`src/scpf_pkg.sv`:
```
// Shared widths, types and register codes for the sphere contact force unit.
package scpf_pkg;

   localparam int PosW   = 20;
   localparam int DiffW  = 21;
   localparam int SqW    = 42;
   localparam int DsqW   = 34;
   localparam int RootW  = 17;
   localparam int CfgW   = 16;
   localparam int MagW   = 33;
   localparam int NumW   = 42;
   localparam int QuoW   = 25;
   localparam int ForceW = 32;
   localparam int CsrIdxW = 2;

   localparam logic [CsrIdxW-1:0] CsrToolRadius       = 2'd0;
   localparam logic [CsrIdxW-1:0] CsrNodeRadius       = 2'd1;
   localparam logic [CsrIdxW-1:0] CsrContactStiffness = 2'd2;

   localparam logic [CfgW-1:0] ToolRadiusReset = 16'd6554;
   localparam logic [CfgW-1:0] NodeRadiusReset = 16'd4588;
   localparam logic [CfgW-1:0] StiffnessReset  = 16'd10240;

   // Travels with an item through the square root pipe.
   typedef struct packed {
      logic             contact;
      logic [2:0]       neg;
      logic [RootW-1:0] ax;
      logic [RootW-1:0] ay;
      logic [RootW-1:0] az;
   } geo_type;

   // Travels with an item through the divider pipe.
   typedef struct packed {
      logic       contact;
      logic [2:0] neg;
   } tag_type;

endpackage

```
`src/scpf_sqrt.sv`:
```
// Pipelined integer square root, one result bit per stage.
module scpf_sqrt (
   input  logic                   clock,
   input  logic                   reset,
   input  logic                   in_valid,
   input  logic [scpf_pkg::DsqW-1:0]  in_rad,
   input  scpf_pkg::geo_type      in_side,
   output logic                   out_valid,
   output logic [scpf_pkg::RootW-1:0] out_root,
   output scpf_pkg::geo_type      out_side
);
   import scpf_pkg::*;

   localparam int RemW = RootW + 1;

   logic                v_ff    [0:RootW];
   logic [RemW-1:0]     rem_ff  [0:RootW];
   logic [RootW-1:0]    root_ff [0:RootW];
   logic [DsqW-1:0]     rad_ff  [0:RootW];
   geo_type             side_ff [0:RootW];

   always_ff @(posedge clock) begin
      if (reset) begin
         v_ff[0] <= 1'b0;
      end else begin
         v_ff[0] <= in_valid;
      end
      rem_ff[0]  <= '0;
      root_ff[0] <= '0;
      rad_ff[0]  <= in_rad;
      side_ff[0] <= in_side;
   end

   for (genvar k = 0; k < RootW; k++) begin : g_step
      logic [RemW+1:0]  acc;
      logic [RemW+1:0]  trial;
      logic             ge;
      logic [RemW-1:0]  rem_in;
      logic [RootW-1:0] root_in;

      // bring down the next two radicand bits, try root*4+1
      assign acc     = {rem_ff[k], rad_ff[k][DsqW-1-2*k -: 2]};
      assign trial   = {1'b0, root_ff[k], 2'b01};
      assign ge      = (acc >= trial);
      assign rem_in  = ge ? RemW'(acc - trial) : acc[RemW-1:0];
      assign root_in = {root_ff[k][RootW-2:0], ge};

      always_ff @(posedge clock) begin
         if (reset) begin
            v_ff[k+1] <= 1'b0;
         end else begin
            v_ff[k+1] <= v_ff[k];
         end
         rem_ff[k+1]  <= rem_in;
         root_ff[k+1] <= root_in;
         rad_ff[k+1]  <= rad_ff[k];
         side_ff[k+1] <= side_ff[k];
      end
   end

   assign out_valid = v_ff[RootW];
   assign out_root  = root_ff[RootW];
   assign out_side  = side_ff[RootW];

endmodule

```
`config.mk`:
```
export PLATFORM = sky130hd
export DESIGN_NAME = scpf_sqrt
export DESIGN_NICKNAME = d
export VERILOG_FILES = /design/src/scpf_pkg.sv /design/src/scpf_sqrt.sv
export SDC_FILE = /design/constraint.sdc
export NUM_CORES = 1
export LEC_CHECK = 0
export ABC_AREA = 1
export BUFFER_PORTS_ARGS = -buffer_cell sky130_fd_sc_hd__buf_2
export CAP_MARGIN = 15
export CORE_ASPECT_RATIO = 0.8
export CORE_MARGIN = 2
export CORE_UTILIZATION = 49
export CTS_BUF_LIST = sky130_fd_sc_hd__clkbuf_4 sky130_fd_sc_hd__clkbuf_8
export CTS_CLUSTER_SIZE = 16
export DETAILED_ROUTE_END_ITERATION = 7
export HOLD_SLACK_MARGIN = 0.05
export PLACE_DENSITY = 0.68
export SLEW_MARGIN = 15
export SYNTH_ARGS = -nofsm -noshare
export SYNTH_HDL_FRONTEND = slang
export SYNTH_SLANG_ARGS = --single-unit
```
`constraint.sdc`:
```
create_clock -name clock -period 2 [get_ports clock]
set_clock_uncertainty 0.2 [all_clocks]
set_input_delay 0.4 -clock clock [delete_from_list [all_inputs] [get_ports clock]]
set_output_delay 0.4 -clock clock [all_outputs]
set_load 0.01 [all_outputs]
```
==> results of run 1 <==
## Yosys cell counts (all sizes together)
| cell | number |
|---|---|
| a21boi | 2 |
| a21o | 2 |
| a21oi | 184 |
| and2 | 7 |
| and3 | 1 |
| and3b | 1 |
| buf | 26 |
| clkbuf | 3 |
| conb | 1 |
| dfxtp | 1735 |
| ha | 171 |
| inv | 584 |
| nand2 | 1041 |
| nand3 | 222 |
| nand3b | 30 |
| nand4 | 44 |
| nor2 | 307 |
| nor3 | 35 |
| nor3b | 1 |
| nor4 | 5 |
| o2111ai | 1 |
| o211ai | 4 |
| o21a | 4 |
| o21ai | 152 |
| o21bai | 8 |
| or2 | 8 |
| xnor2 | 56 |
| xor2 | 61 |
## registers in the layout (all words and copies together) (netlist names)
signal / count
root_ff: 153
rem_ff: 268
v_ff: 18
side_ff: 990
rad_ff: 306
## power groups by stage
stage | clock, mW | combinational [mW] | sequential (mW)
2_1_floorplan | 0 | 9.58 | 40.3
3_3_place_gp | 0 | 14.7 | 41.4
3_5_place_dp | 0 | 14.8 | 41.4
4_1_cts | 31.6 | 17.3 | 41.1
5_1_grt | 33.4 | 21.8 | 41.7
6_report | 31.0 | 20.0 | 41.4
## per-layer routing
layer / wire length (µm) / GRT usage, % / vias up
li1: - / - / 16900
met1: 52900 / 29.3 / 15400
met2: 49000 / 31.1 / 953
met3: 7840 / 4.62 / 197
met4: 2320 / 6.83 / 2
met5: 7 / 0 / -
## worst max-delay path: cells and delay by family (launching register included)
kind	cells	cell delay (ns)
buffers and inverters	4	0.42
DFF	1	0.36
adders and majority gates	1	0.27
and+or+nand+nor	7	0.73
AOI/OAI and AO/OA	1	0.04
## worst max-delay path by stage
| stage | startpoint | endpoint | slack (ns) | cells after the start |
|---|---|---|---|---|
| floorplan | root_ff[1][0] | rem_ff[2][0] | 0.07 | 9 |
| global placement | root_ff[14][12] | rem_ff[15][6] | -0.36 | 12 |
| detailed placement | root_ff[14][12] | rem_ff[15][3] | -0.35 | 12 |
| CTS | side_ff[17][13] | out_side[13] | -0.14 | 1 |
| global route | root_ff[14][9] | rem_ff[15][6] | -0.26 | 13 |
| finish | root_ff[14][12] | rem_ff[15][2] | -0.20 | 13 |
## per-stage QoR
stage / cell area [µm²] / utilization, %
2_1_floorplan: 50100 / -
3_3_place_gp: 55400 / 54.9
3_5_place_dp: 55400 / 54.9
4_1_cts: 65900 / 65.3
5_1_grt: 68600 / 68.0
6_report: 68600 / 68.0
## kinds of logic after synthesis
group | after synthesis
fa+ha+maj | 171
buf+inv | 613
simple gates | 1702
flops | 1735
xor+xnor | 117
other cells | 1
compound gates | 357
## layout make-up
cell class              instances  share of cell area (%)
well taps                    1325                    2.42
clock buffers                 365                    6.78
clock inverters                75                    1.63
flip-flops and latches       1735                    51.0
diodes                          4                  0.0146
inverters                     584                    3.30
repair buffers                880                    10.9
repair inverters                3                  0.0638
multi-input cells            2352                    23.8
## repair_timing
action                                  4_1_cts  5_1_grt
resized for setup                           454      603
pin swaps                                    94      219
setup buffers                                56       67
endpoints found under the hold margin       107        0
hold buffers                                182        0
endpoints found under the setup margin      301      312
gates cloned                                 16        8
==> metrics.txt, run 1 <==
outcome=finished, violations left; failing checks=negative setup slack; total power=92.3 mW; leakage=32.0 nW; Compound-Gate Fraction of Synth Area=4.50%; final setup fails=49; worst-path fanout max=6; Chip Width=362 µm; clk_lat worst skew=0.94 ns; Seq pwr share=44.8%; Yosys top cell by area=dfxtp_1; Final Hold Vio Count=0; post-detail-place hpwl=69700 µm; DRT iter0 DRCs=2205; Power Internal=65.3 mW; PD cells=1350 mW/mm²; mux share of post-synthesis cell area=0%; mapped cell area=0.0501 mm²; crit end category=flop; CTS tree=built; worst-path cell chain=inv_2 > ha_4 > nand2_4 > nor2_4 > nand3_2 > nor2_4 > nor2_4 > inv_2 > nor2_8 > buf_12 > buf_12 > nand2_4 > o21ai_2; total grt overflow=0; final worst setup slack=-0.201 ns; critical path's largest stage delay=0.36 ns; Starting Density=49.6%; pins over their slew limit=0; pin count of the biggest net entering global routing=24; clock buffer count from CTS=237; Crit Path Category=reg2reg; clock root cell=clkbuf_8; gr usage total=20.6%; share of cells above drive strength 1=35.3%; synthesized flop and latch total=1735; final worst path period share=110%; R2R Path End=rem_ff[15][2]; r2r setup slk=-0.20 ns; Max Clk Rate=0.454 GHz; fin nets=6056; fin cells=7323; worst slew pin tran=0.545 ns; clk slew on worst S/H paths=0.07 ns; net switching power=27.1 mW; Placed Instances=6556; DR vias/cell=4.58; worst path required time=2.60 ns; combinational share of power=21.6%; Syn Inst Count=4696; Area contributors post-synth=dfxtp_1, nand2_1, ha_1, inv_1, nand3_1; H-tree depth=4; most frequent cells in the layout=dfxtp_1, nand2_1, inv_1, buf_4, clkbuf_8; initial antenna violation count=3; setup_tns=-3.47 ns; io pins=165; cell mode on critical path=nor2_4; Worst Reg-to-Reg Cells=13; sequential fraction of the synthesis area=69.3%; post-synthesis adder-cell area fraction=4.27%; routed wire length=112000 µm; Area Overhead vs Synth=37.0%; DRC=0; Post-Syn Nets=4959; Via Count=33500; maximum vdd drop=0.000924 V; commonest non-fill, non-tap cell in the layout=dfxtp_1; routed length per instance=15.3 µm; register area=0.0350 mm²; Syn Area/Cell=10.7 µm²; Die Ht=290 µm; placement-stage worst setup slack=-0.348 ns; Hold WS=0.0554 ns; minimum clock period=2.20 ns; RSZ-0062 raised after global routing=yes; Fillers=7327; Post-Synth Simple-Gate Area=14.9%; post-synth cell types=54; Worst Hold Class=reg2reg; CP arrival=2.80 ns; Synth top area share=69.3%; number of global-route vias before repair=33100; yosys warns=0; Sink Count=1735; Hold Crit Depth=0; worst hold start=rad_ff[4][15]; input/output buffers=164; Hold Path End=rad_ff[5][15]; maxcap violations=0; Multi-input gate area=0.0164 mm²; Total Die Area=0.105 mm²; Clock Power Share=33.5%; drt first pass iters=6; Synth Area in XOR/XNOR=2.04%; # rows=104; antenna viol nets, final=0; GPL Wtd Cong=0.921; worst flop-to-flop path startpoint=root_ff[14][12]; Startpoint Class=flop; Sw Ratio=29.3%; global-route wire length before repair=172000 µm; slew margin rel.=63.6%; largest family of logic cells by synthesized area=simple AND/OR/NAND/NOR gates; Max clock buf depth=3; slowest CP cell=dfxtp_2; core box area=0.101 mm²
No activity file was read; power rests on OpenSTA's default activity.
==> inputs of run 2 (changes only) <==
--- a/config.mk
+++ b/config.mk
@@ -15,7 +15,7 @@
 export CTS_CLUSTER_SIZE = 16
 export DETAILED_ROUTE_END_ITERATION = 7
 export HOLD_SLACK_MARGIN = 0.05
-export PLACE_DENSITY = 0.68
+export PLACE_DENSITY = 0.65
 export SLEW_MARGIN = 15
 export SYNTH_ARGS = -nofsm -noshare
 export SYNTH_HDL_FRONTEND = slang
==> constraint.sdc (replaced) <==
create_clock -name clock -period 2.5 [get_ports clock]
set_clock_uncertainty 0.2 [all_clocks]
set_input_delay 0.5 -clock clock [delete_from_list [all_inputs] [get_ports clock]]
set_output_delay 0.5 -clock clock [all_outputs]
set_load 0.01 [all_outputs]
==> run 2 against run 1 <==
  * The flow now finishes without violations
  * Final area decreased by 13%
  * First-iteration DRC count shrank 11%
  * Cell count shrank 7.1%
  * Non-clock buffer count is 502 lower
  * Global-route usage is 2.7 points lower
  * Sequential cell count unchanged
  * Clock power down 26%
  * Critical path type unchanged
  * Critical endpoint is now rem_ff[6][1]
  * Largest cell class unchanged
  * Largest power group unchanged
==> metrics.txt, run 2 (synthesized netlist as in run 1, its figures left out) <==
most frequent cells in the layout=dfxtp_1, nand2_1, inv_1, clkbuf_8, nor2_1; Chip Width=362 µm; crit end category=flop; slew margin rel.=56.6%; final setup fails=0; Max clock buf depth=3; input/output buffers=164; Fillers=8325; H-tree depth=4; clock root cell=clkbuf_8; r2r setup slk=0.09 ns; design area=0.0598 mm²; Via Count=30400; DR vias/cell=4.47; worst-path cell chain=inv_1 > ha_1 > nand3b_1 > nand2_1 > nand2_1 > nand2_1 > nor2_2 > inv_2 > nor2_8 > o21ai_0; cell mode on critical path=nand2_1; Largest regs=side_ff (990), rad_ff (306), rem_ff (268); R2R Path End=rem_ff[6][1]; outcome=completed; leakage=28.6 nW; worst-path fanout max=7; Hold WS=0.0974 ns; clock buffer count from CTS=237; routed length per instance=13.8 µm; Reg with most FFs=side_ff; Area Overhead vs Synth=19.4%; setup_tns=0 ns; PD cells=1100 mW/mm²; worst path required time=3.03 ns; Placement Cell Area=0.0526 mm²; minimum clock period=2.41 ns; net switching power=18.4 mW; pins over their slew limit=0; maximum vdd drop=0.000777 V; commonest non-fill, non-tap cell in the layout=dfxtp_1; maxcap violations=0; drt first pass iters=6; worst slew pin tran=0.647 ns; clk_lat worst skew=0.93 ns; total power=65.6 mW; Hold Crit Depth=0; antenna viol nets, final=0; combinational share of power=15.8%; clk slew on worst S/H paths=0.07 ns; # rows=104; number of global-route vias before repair=29300; share of cells above drive strength 1=15.7%; final worst setup slack=0.0859 ns; pin count of the biggest net entering global routing=25; core box area=0.101 mm²; worst flop-to-flop path startpoint=root_ff[5][0]; initial antenna violation count=2; Worst Hold Class=reg2reg; CTS tree=built; GPL Wtd Cong=0.939; Worst Reg-to-Reg Cells=10; gr usage total=18.0%; io pins=165; Sink Count=1735; slowest CP cell=o21ai_0; DRC=0; Starting Density=49.6%; total grt overflow=0; Sw Ratio=28.0%; Startpoint Class=flop; CP arrival=2.95 ns; fin cells=6804; final worst path period share=96.6%; Clock Power Share=34.9%; post-detail-place hpwl=65700 µm; fin util=59.2%; Final Hold Vio Count=0; Die Ht=290 µm; Crit Path Category=reg2reg; Power Internal=47.2 mW; Setup crit end=rem_ff[6][1]; max reg flops=990; DRT iter0 DRCs=1971; critical path's largest stage delay=0.48 ns; routed wire length=94100 µm; Total Die Area=0.105 mm²; fin nets=5549; Max Clk Rate=0.414 GHz; global-route wire length before repair=150000 µm; Placed Instances=6184; Seq pwr share=49.4%; placement-stage worst setup slack=0.104 ns; Worst Setup SP=root_ff[5][0]
[run 2: metal layers]
| metal | up-vias | GRT usage (%) | share of wire [%] |
|---|---|---|---|
| met2 | 717 | 25.2 | 40 |
| li1 | 15900 | - | - |
| met5 | - | 0 | 0 |
| met1 | 13600 | 26.8 | 52 |
| met3 | 162 | 4.14 | 6.2 |
| met4 | 0 | 6.53 | 2.2 |
[run 2: timing repair]
action                                  in CTS  in global routing
setup buffers                                0                  4
endpoints found under the setup margin       0                 31
hold endpoints to repair                   107                  0
hold buffers                               182                  0
gates resized for setup                      0                  3
[run 2: power by group through the flow]
stage          clock (mW)  combinational (mW)  sequential [mW]
3_3_place_gp            0                9.88             33.0
6_report             22.9                10.4             32.4
4_1_cts              23.7                10.2             32.4
5_1_grt              25.0                11.7             32.7
2_1_floorplan           0                7.67             32.3
3_5_place_dp            0                9.92             33.0
[run 2: worst min-delay path by stage]
stage	slack, ns	end	startpoint
2_1_floorplan	0.11	rad_ff[10][0]	rad_ff[9][0]
6_report	0.1	rad_ff[1][11]	rad_ff[0][11]
5_1_grt	0.08	rad_ff[1][11]	rad_ff[0][11]
4_1_cts	0.07	side_ff[15][24]	side_ff[14][24]
3_3_place_gp	0.11	side_ff[12][13]	side_ff[11][13]
3_5_place_dp	0.11	rad_ff[11][0]	rad_ff[10][0]
[run 2: area by class of cell]
cell class              instances  area (µm²)  share of cell area, %
clock buffers                 379        4750                   7.94
diodes                         10        25.0                 0.0418
inverters                     584        2200                   3.69
clock inverters                43         599                   1.00
well taps                    1325        1660                   2.77
flip-flops and latches       1735       34700                   58.1
multi-input cells            2350       12900                   21.6
repair buffers                378        2950                   4.92
[run 2: critical path, delay by kind of cell (launching register included)]
family	cells	cell delay [ns]
buf+inv	2	0.17
flops	1	0.43
fa+ha+maj	1	0.39
compound gates	1	0.48
simple gates	6	0.56
